File: config.mk
export PLATFORM = sky130hd
export DESIGN_NAME = upri_front_flat
export DESIGN_NICKNAME = d
export VERILOG_FILES = /design/src/rtl/upri_pkg.sv /design/src/rtl/upri_if.sv /design/src/rtl/upri_front.sv /design/src/flat_wrapper.sv
export SDC_FILE = /design/constraint.sdc
export NUM_CORES = 1
export LEC_CHECK = 0
export BUFFER_PORTS_ARGS = -buffer_cell sky130_fd_sc_hd__buf_2
export CAP_MARGIN = 5
export CELL_PAD_IN_SITES_DETAIL_PLACEMENT = 0
export CELL_PAD_IN_SITES_GLOBAL_PLACEMENT = 2
export CORE_MARGIN = 2
export CORE_UTILIZATION = 36
export CTS_BUF_LIST = sky130_fd_sc_hd__clkbuf_8
export DETAILED_ROUTE_END_ITERATION = 12
export GPL_ROUTABILITY_DRIVEN = 0
export HOLD_SLACK_MARGIN = 0.08
export PLACE_DENSITY_LB_ADDON = 0.25
export SETUP_SLACK_MARGIN = 0.05
export SLEW_MARGIN = 20
export SYNTH_ARGS = -nofsm -noshare
export SYNTH_HDL_FRONTEND = slang
export SYNTH_SLANG_ARGS = --single-unit
File: constraint.sdc
create_clock -name i_clk -period 22.8 [get_ports i_clk]
set_input_delay 0 -clock i_clk [delete_from_list [all_inputs] [get_ports i_clk]]
set_output_delay 0 -clock i_clk [all_outputs]
set_load 0.02 [all_outputs]
File: src/rtl/upri_pkg.sv
`timescale 1ns / 1ps

package upri_pkg;

    localparam int TIME_W = 48;
    localparam int POS_W  = 32;
    localparam int STEP_W = 32;
    localparam int MAG_W  = POS_W + 1;
    localparam int ADDR_W = 3;
    localparam int DATA_W = 32;

    localparam logic [STEP_W-1:0] STEP_RESET = 32'd6554;
    localparam int REG_GRID_STEP = 0;

    typedef enum logic {
        OP_ADD   = 1'b0,
        OP_QUERY = 1'b1
    } t_op;

    typedef enum logic [1:0] {
        ST_OK          = 2'd0,
        ST_NOT_LATER   = 2'd1,
        ST_OUT_OF_SPAN = 2'd2,
        ST_FULL        = 2'd3
    } t_status;

    typedef struct packed {
        logic signed [POS_W-1:0] x;
        logic signed [POS_W-1:0] y;
        logic signed [POS_W-1:0] z;
    } t_pos;

    typedef struct packed {
        t_op               op;
        logic [TIME_W-1:0] t;
        t_pos              pos;
    } t_item;

    typedef struct packed {
        t_status status;
        t_pos    pos;
    } t_result;

    typedef enum logic [3:0] {
        B_IDLE,
        B_START,
        B_ADD_CHK,
        B_ADD_DIV,
        B_FILL,
        B_FILL_WAIT,
        B_COMMIT,
        B_Q_DIV,
        B_Q_MUL,
        B_Q_LEFT,
        B_Q_RIGHT,
        B_Q_PICK,
        B_Q_LERP,
        B_RESULT
    } t_bstate;

endpackage

File: src/rtl/upri_if.sv
`timescale 1ns / 1ps

interface upri_in_if;
    import upri_pkg::*;
    logic                    valid;
    logic                    ready;
    logic                    operation;
    logic [TIME_W-1:0]       sample_time;
    logic signed [POS_W-1:0] pos_x;
    logic signed [POS_W-1:0] pos_y;
    logic signed [POS_W-1:0] pos_z;
    modport source (output valid, operation, sample_time, pos_x, pos_y, pos_z, input ready);
    modport sink (input valid, operation, sample_time, pos_x, pos_y, pos_z, output ready);
endinterface


File: src/rtl/upri_front.sv
`timescale 1ns / 1ps

module upri_front (
    input  logic           i_clk,
    input  logic           i_rst_n,
    upri_in_if.sink        i_in,
    output logic           o_valid,
    output upri_pkg::t_item o_item,
    input  logic           i_ready
);
    import upri_pkg::*;

    logic [1:0] r_count;
    logic       r_wptr;
    logic       r_rptr;
    t_item      r_slot [2];
    t_item      w_item;
    logic       w_push;
    logic       w_pop;

    always_comb begin
        w_item.op    = t_op'(i_in.operation);
        w_item.t     = i_in.sample_time;
        w_item.pos.x = i_in.pos_x;
        w_item.pos.y = i_in.pos_y;
        w_item.pos.z = i_in.pos_z;
    end

    assign i_in.ready = (r_count != 2'd2);
    assign w_push     = i_in.valid & i_in.ready;
    assign o_valid    = (r_count != 2'd0);
    assign w_pop      = o_valid & i_ready;
    assign o_item     = r_slot[r_rptr];

    always_ff @(posedge i_clk) begin
        if (!i_rst_n) begin
            r_count <= 2'd0;
            r_wptr  <= 1'b0;
            r_rptr  <= 1'b0;
        end else begin
            if (w_push) begin
                r_wptr <= ~r_wptr;
            end
            if (w_pop) begin
                r_rptr <= ~r_rptr;
            end
            r_count <= r_count + {1'b0, w_push} - {1'b0, w_pop};
        end
    end

    always_ff @(posedge i_clk) begin
        if (w_push) begin
            r_slot[r_wptr] <= w_item;
        end
    end

endmodule

File: src/flat_wrapper.sv
// flat-port wrapper written by rule: the top's interface ports become plain ports
module upri_front_flat import upri_pkg::*;
  (i_clk, i_rst_n, o_valid, o_item, i_ready, i_in_valid, i_in_operation, i_in_sample_time, i_in_pos_x, i_in_pos_y, i_in_pos_z, i_in_ready);
  upri_in_if i_in_i ();
  input  logic i_clk;
  input  logic i_rst_n;
  output logic o_valid;
  output upri_pkg::t_item o_item;
  input  logic i_ready;
  input wire logic [$bits(i_in_i.valid)-1:0] i_in_valid;
  input wire logic [$bits(i_in_i.operation)-1:0] i_in_operation;
  input wire logic [$bits(i_in_i.sample_time)-1:0] i_in_sample_time;
  input wire logic [$bits(i_in_i.pos_x)-1:0] i_in_pos_x;
  input wire logic [$bits(i_in_i.pos_y)-1:0] i_in_pos_y;
  input wire logic [$bits(i_in_i.pos_z)-1:0] i_in_pos_z;
  output wire logic [$bits(i_in_i.ready)-1:0] i_in_ready;
  assign i_in_i.valid = i_in_valid;
  assign i_in_i.operation = i_in_operation;
  assign i_in_i.sample_time = i_in_sample_time;
  assign i_in_i.pos_x = i_in_pos_x;
  assign i_in_i.pos_y = i_in_pos_y;
  assign i_in_i.pos_z = i_in_pos_z;
  assign i_in_ready = i_in_i.ready;
  upri_front u_core (.i_clk(i_clk), .i_rst_n(i_rst_n), .i_in(i_in_i), .o_valid(o_valid), .o_item(o_item), .i_ready(i_ready));
endmodule
==> results of run 1 <==
[per-stage QoR]
stage,util [%],hold slack [ns],setup WS (ns),area (um2)
3_5_place_dp,43.1,0.191,20.05,12800
5_1_grt,50.8,0.137,19.86,15100
2_1_floorplan,-,0.0989,14.94,10900
4_1_cts,50.8,0.123,20.02,15100
6_report,50.8,0.178,20.06,15100
3_3_place_gp,43.1,0.188,20.18,12800
[state kept, by name, indices dropped and copies added, names as in the netlist, named ones only]
name,cells
u_core.r_slot,290
u_core.r_wptr,1
u_core.r_rptr,1
u_core.r_count,2
[power by group through the flow]
stage | Sequential [mW] | Combinational [mW] | Clock [mW]
after global routing | 0.720 | 0.504 | 0.427
after CTS | 0.714 | 0.481 | 0.405
final | 0.713 | 0.473 | 0.387
after global placement | 0.720 | 0.454 | 0
after floorplan | 0.726 | 0.328 | 0
after detailed placement | 0.725 | 0.458 | 0
[cell usage after synthesis]
library cell	instances	area [um2]
edfxtp_1	290	8710
mux2_4	50	751
xor2_1	1	8.76
nand4b_1	1	8.76
inv_1	3	11.3
o21ai_0	1	5.00
and2_1	3	18.8
xnor2_1	1	8.76
ha_1	2	25.0
nor3_1	1	5.00
nor2b_1	1	6.26
or2_2	1	6.26
buf_2	9	45.0
dfxtp_1	5	100
and3_1	1	6.26
nand2b_1	1	6.26
mux2_2	95	1070
nand2_1	1	3.75
buf_6	7	78.8
nor2_1	3	11.3
o21a_1	1	7.51
[layer usage]
layer,global-route usage (%),vias up
met4,4.64,0
met3,5.33,43
met5,0,-
met1,16.7,2948
met2,22.7,259
li1,-,2870
[kinds of logic (layout without fill, tap and decap cells)]
kind of cell / after synthesis / count (layout)
buffers and inverters: 19 / 536
adder cells (fa/ha/maj): 2 / 2
flip-flops: 295 / 295
AND/OR/NAND/NOR: 13 / 13
XOR/XNOR: 2 / 2
multiplexers: 145 / 145
AO/OA/AOI/OAI: 2 / 2
[critical path, cell delays in order, from the launching register on]
cell and delay, ns:
dfxtp_1 0.37, nand2b_1 0.20, and2_1 0.20, nor2b_4 0.61, buf_4 0.88
[final cells by class]
type	count	share of cell area, %
Sequential cell	295	58.4
Timing Repair Buffer	450	20.0
Multi-Input combinational cell	164	13.0
Clock buffer	49	4.47
Tap cell	390	3.23
Clock inverter	34	0.871
Inverter	3	0.0746
[how the worst max path moves through the flow]
stage	to	slack (ns)	from	cells after the start
global route	u_core.r_slot[0][144]$_DFFE_PP_	19.86	u_core.r_count[0]$_SDFF_PN0_	4
global placement	u_core.r_slot[0][117]$_DFFE_PP_	20.18	u_core.r_count[0]$_SDFF_PN0_	4
floorplan	u_core.r_slot[0][0]$_DFFE_PP_	14.94	u_core.r_count[0]$_SDFF_PN0_	3
finish	u_core.r_slot[0][126]$_DFFE_PP_	20.06	u_core.r_count[0]$_SDFF_PN0_	4
CTS	u_core.r_slot[0][144]$_DFFE_PP_	20.02	u_core.r_count[0]$_SDFF_PN0_	4
detailed placement	u_core.r_slot[0][117]$_DFFE_PP_	20.05	u_core.r_count[0]$_SDFF_PN0_	4
[what timing repair did]
action	CTS	global route
endpoints found under the hold margin	295	0
hold buffers	149	0
setup endpoints to repair	0	0
==> results.sh, run 1 <==
export IMPL_period_needed_ns=2.74
export IMPL_status="complete, no violations"
export IMPL_power_frac_comb_pct=30.1
export IMPL_synth_warnings=0
export IMPL_start_util_pct=36.7
export IMPL_period_share_pct=12.0
export IMPL_cts_made_buffers=48
export IMPL_vias_per_cell=4.42
export IMPL_synth_top_family_by_area="multiplexers"
export IMPL_setup_viol=0
export IMPL_synth_xor_area_share_pct=0.161
export IMPL_yosysSeqAreaShare_pct=80.9
export IMPL_crit_type="reg -> reg"
export IMPL_wl_met3_um=2170
export IMPL_synth_fp_nets=629
export IMPL_multiInputGateArea_um2=1960
export IMPL_first_pass_iters=4
export IMPL_maxCapViolCount=0
export IMPL_slew_headroom_pct=31.0
export IMPL_io_pins=296
export IMPL_netlist_area_um2=10900
export IMPL_p_leak_nw=5.84
export IMPL_clk_transition_reported_paths_ns=0.06
export IMPL_drc_errors=0
export IMPL_cts_tree="yes"
export IMPL_drt_met1_wl_um=9540
export IMPL_post_synth_cell_area_avg_um2=22.8
export IMPL_drive_gt1_share_pct=50.5
export IMPL_worstMarginPinSlew_ns=1.03
export IMPL_min_to="u_core.r_slot[0][16]$_DFFE_PP_"
export IMPL_hp_start="i_in_pos_z[16]"
export IMPL_dieArea_um2=31700
export IMPL_r2r_slack_ns=20.06
export IMPL_drv_slew=0
export IMPL_area_growth_pct=38.6
export IMPL_diodes=0
export IMPL_finalWirelength_um=23000
export IMPL_overflow=0
export IMPL_net_switching_power_uw=485
export IMPL_clockPowerShare_pct=24.6
export IMPL_routed_top_layer="met4"
export IMPL_yosys_area_share_simple_pct=0.666
export IMPL_fin_nets=1113
export IMPL_p_per_area_nw_per_um2=104
export IMPL_swShare_pct=30.8
export IMPL_rsz0062_at_grt="no"
export IMPL_r2r_end="u_core.r_slot[0][126]$_DFFE_PP_"
export IMPL_grt_usage_pct=13.8
export IMPL_seqPwrFrac_pct=45.3
export IMPL_mostFrequentLayoutCells="buf_2, edfxtp_1, dlygate4sd3_1"
export IMPL_critPathLaunchType="flop"
export IMPL_syn_inst=478
export IMPL_dp_final_hpwl_um=14600
export IMPL_crit_fanout=75
export IMPL_p_int_mw=1.09
export IMPL_clkSinkCount=295
export IMPL_holdPathStages=2
export IMPL_tns_ns=0
export IMPL_synthMuxAreaShare_pct=16.7
export IMPL_seq_area_um2=8810
export IMPL_ys_seq_elements=295
export IMPL_n_fill_cell=2490
export IMPL_peakVddDrop_uv=51.3
export IMPL_crit_path_end_kind="flop"
export IMPL_rows=63
export IMPL_ys_types=21
export IMPL_first_global_vias=6501
export IMPL_ant_nets=0
export IMPL_required_ns=22.95
export IMPL_grt_max_degree=76
export IMPL_arrival_ns=2.89
export IMPL_vias=6120
export IMPL_stdcell_count=1385
export IMPL_dp_cells=1153
export IMPL_root_buffer="clkbuf_8"
export IMPL_ctsResizeCount=0
export IMPL_clk_latency_ns=0.54
export IMPL_wl_per_cell_um=16.6
export IMPL_clk_path_buf_depth=3
export IMPL_die_h_um=178
export IMPL_core_area_um2=29700
export IMPL_max_freq_mhz=365
export IMPL_final_common_cell="buf_2"
export IMPL_synthAdderAreaFrac_pct=0.230
export IMPL_hold_path_class="in -> reg"
export IMPL_wl_met2_um=10800
export IMPL_htree_levels=2
export IMPL_antenna_found_initial=0
export IMPL_r2r_start="u_core.r_count[0]$_SDFF_PN0_"
export IMPL_cts_setup_buffers=0
export IMPL_grt_pass1_wl_um=33600
export IMPL_port_buffers=295
export IMPL_reg2reg_depth=4
export IMPL_finClkSkew_ns=0.0159
export IMPL_drt_initial_drc_count=357
export IMPL_total_power_mw=1.57
export IMPL_synth_compound_area_share_pct=0.115
export IMPL_finalHoldViolCount=0
export IMPL_die_w_um=178
Power figures use the tool's default switching activity.
==> run 2, diff against run 1 <==
--- a/config.mk
+++ b/config.mk
@@ -5,6 +5,7 @@
 export SDC_FILE = /design/constraint.sdc
 export NUM_CORES = 1
 export LEC_CHECK = 0
+export ABC_AREA = 1
 export BUFFER_PORTS_ARGS = -buffer_cell sky130_fd_sc_hd__buf_2
 export CAP_MARGIN = 5
 export CELL_PAD_IN_SITES_DETAIL_PLACEMENT = 0
==> constraint.sdc (replaced) <==
create_clock -name i_clk -period 2.25 [get_ports i_clk]
set_input_delay 0 -clock i_clk [delete_from_list [all_inputs] [get_ports i_clk]]
set_output_delay 0 -clock i_clk [all_outputs]
set_load 0.02 [all_outputs]
==> run 2 against run 1 <==
Clock power grew to 11 times the previous value. Clock-buffer cell count rose by 4. Sequential share of layout area decreased by 0.83 points. Non-clock buffer count increased by 2. First-iteration DRC count is 30% lower. Critical path depth is 1 lower. Critical path type is now reg -> out. Largest power group unchanged. Flip-flop and latch count is the same. Setup slack got worse by 20 ns. Highest routed layer unchanged.
==> results.sh, run 2 <==
export IMPL_r2r_start="u_core.r_count[1]$_SDFF_PN0_"
export IMPL_fin_nets=1128
export IMPL_rows=63
export IMPL_vias_per_cell=4.43
export IMPL_peakVddDrop_uv=691
export IMPL_die_w_um=178
export IMPL_cts_made_buffers=50
export IMPL_finalWirelength_um=23500
export IMPL_r2r_end="u_core.r_count[0]$_SDFF_PN0_"
export IMPL_top_register="u_core.r_slot"
export IMPL_crit_fanout=25
export IMPL_drc_errors=0
export IMPL_grt_usage_pct=14.2
export IMPL_clockPowerShare_pct=26.4
export IMPL_swShare_pct=30.3
export IMPL_die_h_um=178
export IMPL_clk_path_buf_depth=3
export IMPL_net_switching_power_mw=4.89
export IMPL_root_buffer="clkbuf_8"
export IMPL_async_flop_share_pct=0
export IMPL_reg2reg_depth=8
export IMPL_cp_cell_sequence="buf_4 > mux2_2 > buf_2"
export IMPL_p_leak_nw=5.96
export IMPL_dpl_cell_area_um2=12900
export IMPL_overflow=0
export IMPL_met3_usage_pct=4.62
export IMPL_r2r_slack_ns=0.43
export IMPL_yosysTopAreaCellShare_pct=79.9
export IMPL_met2_usage_pct=23.8
export IMPL_synth_warnings=0
export IMPL_max_freq_mhz=526
export IMPL_max_stage_delay_ns=0.41
export IMPL_period_share_pct=84.5
export IMPL_final_cell_area_um2=15300
export IMPL_grt_max_degree=88
export IMPL_slew_headroom_pct=64.1
export IMPL_clk_transition_reported_paths_ns=0.05
export IMPL_period_needed_ns=1.90
export IMPL_cp_slowest_cell="dfxtp_4"
export IMPL_seqPwrFrac_pct=44.9
export IMPL_grt_pass1_wl_um=34700
export IMPL_yosysTopAreaCell="edfxtp_1"
export IMPL_synthTopCellsByArea="edfxtp_1, mux2_2, mux2_4"
export IMPL_yosysSeqAreaShare_pct=80.8
export IMPL_drv_slew=0
export IMPL_worstSetupPathDepth=3
export IMPL_synth_fp_nets=640
export IMPL_port_buffers=295
export IMPL_drive_gt1_share_pct=50.7
export IMPL_final_common_cell="buf_2"
export IMPL_crit_path_end_kind="primary output"
export IMPL_finClkSkew_ns=0.00955
export IMPL_htree_levels=2
export IMPL_ys_seq_elements=295
export IMPL_drt_initial_drc_count=251
export IMPL_synth_edf_count=290
export IMPL_syn_inst=489
export IMPL_holdPathStages=2
export IMPL_hold_worst_slack_ns=0.178
export IMPL_ys_types=12
export IMPL_first_pass_iters=6
export IMPL_core_area_um2=29700
export IMPL_worstMarginPinSlew_ns=0.539
export IMPL_mostFrequentLayoutCells="buf_2, edfxtp_1, dlygate4sd3_1"
export IMPL_worst_path_buf_inv=2
export IMPL_p_per_area_nw_per_um2=1050
export IMPL_top_regs="u_core.r_slot (290), u_core.r_count (2)"
export IMPL_top_usage_layer="met2"
export IMPL_clkSinkCount=295
export IMPL_crit_family="buffers and inverters"
export IMPL_netlist_area_um2=10900
export IMPL_vias=6233
export IMPL_grt_use_met1_pct=17.1
export IMPL_dieArea_um2=31700
export IMPL_largest_register_ffs=290
export IMPL_power_frac_comb_pct=28.7
export IMPL_arrival_ns=1.90
export IMPL_rsz0062_at_grt="no"
export IMPL_cts_tree="yes"
export IMPL_synth_main_ff_cell="edfxtp_1"
export IMPL_ys_top_cells_by_count="edfxtp_1, mux2_2, mux2_4"
export IMPL_hold_path_class="in -> reg"
export IMPL_crit_type="reg -> out"
export IMPL_ant_nets=0
export IMPL_total_power_mw=16.1
export IMPL_dp_cells=1166
export IMPL_maxCapViolCount=0
export IMPL_p_int_mw=11.2
export IMPL_critPathLaunchType="flop"
export IMPL_setup_viol=0
export IMPL_post_synth_cell_area_avg_um2=22.3
export IMPL_finalHoldViolCount=0
export IMPL_clk_latency_ns=0.54
export IMPL_area_growth_pct=40.5
export IMPL_first_global_vias=6575
export IMPL_dp_final_hpwl_um=15000
export IMPL_stdcell_count=1408
export IMPL_required_ns=2.25
export IMPL_wl_per_cell_um=16.7
export IMPL_io_pins=296
export IMPL_start_util_pct=36.7
export IMPL_cp_endpoint="o_item[93]"
export IMPL_antenna_found_initial=2
export IMPL_yosysMostFrequentCell="edfxtp_1"
export IMPL_status="complete, no violations"
==> run 2: cell types whose count changed after synthesis, sizes merged, moves of 2 or more <==
cell	change
nand2	+8
inv	+6
nor2	+5
and2	-3
nand3	+3
a21oi	+2
==> run 2: kinds of logic (layout without fill, tap and decap cells) <==
logic type                 count (synthesis)  after routing  share of synthesized area, %
adders and majority gates                  2              2                         0.230
other                                      0              2                             0
buffers and inverters                     25            552                          1.45
AOI/OAI and AO/OA                          2              2                        0.0918
muxes                                    145            145                          16.7
and+or+nand+nor                           20             20                         0.723
DFF                                      295            295                          80.8
==> run 2: power groups by stage <==
| stage | logic, mW | registers [mW] | clock network [mW] |
|---|---|---|---|
| 4_1_cts | 4.71 | 7.25 | 4.45 |
| 5_1_grt | 4.95 | 7.31 | 4.68 |
| 6_report | 4.63 | 7.24 | 4.26 |
| 3_5_place_dp | 4.48 | 7.36 | 0 |
| 2_1_floorplan | 3.06 | 7.33 | 0 |
| 3_3_place_gp | 4.43 | 7.31 | 0 |
==> run 2: stage by stage <==
step / TNS (ns) / worst slack [ns] / utilization (%)
2_1_floorplan: -248.43 / -0.861 / -
3_3_place_gp: 0 / 0.728 / 43.5
3_5_place_dp: 0 / 0.693 / 43.5
4_1_cts: 0 / 0.281 / 51.5
5_1_grt: 0 / 0.247 / 51.5
6_report: 0 / 0.350 / 51.5
==> run 2: final cells by class <==
cell class | instances | area [um2]
Sequential cell | 295 | 8810
Fill cell | 2520 | 14400
Clock buffer | 53 | 729
Antenna cell | 2 | 5.00
Multi-Input combinational cell | 169 | 1960
Timing Repair Buffer | 452 | 3100
Clock inverter | 38 | 174
Tap cell | 390 | 488
Inverter | 9 | 37.5
==> run 2: how the worst min path moves through the flow <==
stage	startpoint	endpoint	slack, ns
2_1_floorplan	i_rst_n	u_core.r_count[0]$_SDFF_PN0_	0.09
3_3_place_gp	i_in_pos_z[13]	u_core.r_slot[0][13]$_DFFE_PP_	0.19
3_5_place_dp	i_in_pos_z[13]	u_core.r_slot[0][13]$_DFFE_PP_	0.19
4_1_cts	i_in_pos_z[13]	u_core.r_slot[0][13]$_DFFE_PP_	0.12
5_1_grt	i_in_pos_x[11]	u_core.r_slot[1][75]$_DFFE_PP_	0.14
6_report	i_in_pos_z[7]	u_core.r_slot[0][7]$_DFFE_PP_	0.18
==> run 2: repair_timing <==
item	CTS	global route
gates resized for setup	0	0
hold buffers	149	0
setup buffers	0	0
endpoints found under the hold margin	295	0
==> run 2: metal layers <==
layer  up-vias  share of wire (%)
met3        59                8.3
met4         0                2.9
met2       230                 48
met5         -                  0
li1       2913                  -
met1      3031                 40
==> run 3, diff against run 2 <==
==> constraint.sdc (replaced) <==
create_clock -name i_clk -period 1.67 [get_ports i_clk]
set_input_delay 0 -clock i_clk [delete_from_list [all_inputs] [get_ports i_clk]]
set_output_delay 0 -clock i_clk [all_outputs]
set_load 0.02 [all_outputs]
==> run 3 against run 2 <==
Largest cell class unchanged. Critical path type unchanged. Worst hold slack improved by 0.0036 ns. The flow now finishes with violations (negative setup slack). Via count is 0.96% higher. Non-clock buffer count increased by 26. Critical path depth is 1 higher. Global-route usage up 0.63 points. Routed wire length is 3.9% higher.
==> results.sh, run 3 (same netlist as run 2, synthesis figures left out) <==
export IMPL_final_common_cell="edfxtp_1"
export IMPL_period_share_pct=107
export IMPL_drv_slew=0
export IMPL_clk_path_buf_depth=3
export IMPL_reg2reg_depth=5
export IMPL_cts_tree="yes"
export IMPL_status="finished, violations left"
export IMPL_peakVddDrop_uv=965
export IMPL_holdPathStages=2
export IMPL_core_area_um2=29700
export IMPL_top_register="u_core.r_slot"
export IMPL_power_frac_comb_pct=34.0
export IMPL_first_global_vias=6924
export IMPL_drt_initial_drc_count=321
export IMPL_drc_errors=0
export IMPL_arrival_ns=1.78
export IMPL_hp_start="i_in_pos_z[13]"
export IMPL_rows=63
export IMPL_min_to="u_core.r_slot[0][13]$_DFFE_PP_"
export IMPL_die_h_um=178
export IMPL_rsz0062_at_grt="yes"
export IMPL_port_buffers=295
export IMPL_start_util_pct=36.7
export IMPL_r2r_start="u_core.r_count[0]$_SDFF_PN0_"
export IMPL_ant_nets=0
export IMPL_seqPwrFrac_pct=42.7
export IMPL_vias=6293
export IMPL_maxCapViolCount=0
export IMPL_wl_per_cell_um=17.1
export IMPL_first_pass_iters=4
export IMPL_net_switching_power_mw=6.83
export IMPL_swShare_pct=29.9
export IMPL_die_w_um=178
export IMPL_finalWirelength_um=24400
export IMPL_r2r_end="u_core.r_slot[0][68]$_DFFE_PP_"
export IMPL_clockPowerShare_pct=23.3
export IMPL_drive_gt1_share_pct=52.1
export IMPL_violations="negative setup slack"
export IMPL_grt_max_degree=69
export IMPL_largest_register_ffs=290
export IMPL_cp_cell_sequence="buf_12 > buf_16 > mux2_2 > buf_2"
export IMPL_required_ns=1.67
export IMPL_finalHoldViolCount=0
export IMPL_p_leak_nw=6.34
export IMPL_top_regs="u_core.r_slot (290), u_core.r_count (2)"
export IMPL_crit_fanout=23
export IMPL_setup_viol=133
export IMPL_dp_final_hpwl_um=15800
export IMPL_r2r_slack_ns=0.20
export IMPL_cts_made_buffers=47
export IMPL_crit_type="reg -> out"
export IMPL_clk_transition_reported_paths_ns=0.06
export IMPL_worstMarginPinSlew_ns=0.414
export IMPL_final_cell_area_um2=16200
export IMPL_antenna_found_initial=2
export IMPL_worst_path_buf_inv=3
export IMPL_clk_latency_ns=0.53
export IMPL_area_growth_pct=48.4
export IMPL_period_needed_ns=1.78
export IMPL_fin_util_pct=54.4
export IMPL_p_per_area_nw_per_um2=1410
export IMPL_dp_slack_ns=0.237
export IMPL_overflow=0
export IMPL_grt_pass1_wl_um=36100
export IMPL_crit_path_end_kind="primary output"
export IMPL_finClkSkew_ns=0.0226
export IMPL_root_buffer="clkbuf_8"
export IMPL_hold_path_class="in -> reg"
export IMPL_fin_ws_ns=-0.110
export IMPL_clkSinkCount=295
export IMPL_crit_family="buffers and inverters"
export IMPL_cp_slowest_cell="dfxtp_4"
export IMPL_max_freq_mhz=562
export IMPL_critPathLaunchType="flop"
export IMPL_dpl_cell_area_um2=13100
export IMPL_fin_nets=1151
export IMPL_p_int_mw=16.0
export IMPL_io_pins=296
export IMPL_max_stage_delay_ns=0.37
export IMPL_vias_per_cell=4.41
export IMPL_htree_levels=2
export IMPL_dieArea_um2=31700
export IMPL_slew_headroom_pct=72.4
export IMPL_mostFrequentLayoutCells="edfxtp_1, buf_2, dlygate4sd3_1"
export IMPL_grt_usage_pct=14.8
==> run 3: cell types whose count changed in the layout (fill, tap and decap cells not counted), moves of 3 or more <==
cell	before	now
mux2_2	95	63
inv_1	31	23
buf_16	0	4
buf_6	0	54
buf_12	6	19
clkinv_2	4	7
clkbuf_8	53	49
mux2_4	50	82
buf_2	295	230
clkinv_1	9	13
buf_4	2	21
==> run 3: layer usage <==
layer | part of all wire [%] | GRT usage [%] | vias to the layer above
met3 | 8.4 | 4.99 | 55
li1 | - | - | 2972
met2 | 49 | 25.2 | 233
met1 | 40 | 17.5 | 3033
met5 | 0 | 0 | -
met4 | 3.0 | 5.23 | 0
==> run 3: repair_timing <==
action	4_1_cts	5_1_grt
pin swaps	0	0
buffers inserted	8	2
gates resized for setup	87	71
hold buffers	148	0
gates cloned	3	1
endpoints found under the hold margin	313	0
endpoints found under the setup margin	145	145
==> run 3: stage by stage <==
stage / power [mW] / cells / setup TNS, ns / hold slack (ns)
after global routing: 23.9 / 1428 / -21.34 / 0.151
after CTS: 22.8 / 1424 / -17.87 / 0.139
after floorplan: 14.0 / 489 / -416.63 / 0.0934
after global placement: 16.2 / 1180 / 0 / 0.187
final: 22.8 / 1428 / -8.63 / 0.182
after detailed placement: 16.3 / 1180 / 0 / 0.192
==> run 3: power groups by stage <==
stage	logic (mW)	registers [mW]	clock network, mW
6_report	7.77	9.75	5.32
5_1_grt	8.26	9.84	5.85
4_1_cts	7.49	9.74	5.54
3_5_place_dp	6.31	9.96	0
3_3_place_gp	6.26	9.89	0
2_1_floorplan	4.13	9.88	0
==> run 3: layout make-up <==
class	count	area (um2)
diodes	2	5.00
clock inverters	36	144
clock buffers	49	674
flip-flops and latches	295	8810
inverters	9	37.5
multi-input cells	169	2080
fillers	2372	13500
well taps	390	488
repair buffers	478	3930
==> run 3: worst max-delay path by stage <==
| stage | startpoint | to | slack [ns] | cells after the start |
|---|---|---|---|---|
| after floorplan | u_core.r_count[0]$_SDFF_PN0_ | u_core.r_slot[0][0]$_DFFE_PP_ | -1.44 | 4 |
| after global placement | u_core.r_count[0]$_SDFF_PN0_ | u_core.r_slot[0][113]$_DFFE_PP_ | 0.25 | 6 |
| after detailed placement | u_core.r_count[0]$_SDFF_PN0_ | u_core.r_slot[1][117]$_DFFE_PP_ | 0.24 | 5 |
| after CTS | flop | o_item[76] | -0.17 | 4 |
| after global routing | flop | o_item[74] | -0.21 | 4 |
| final | flop | o_item[47] | -0.11 | 4 |
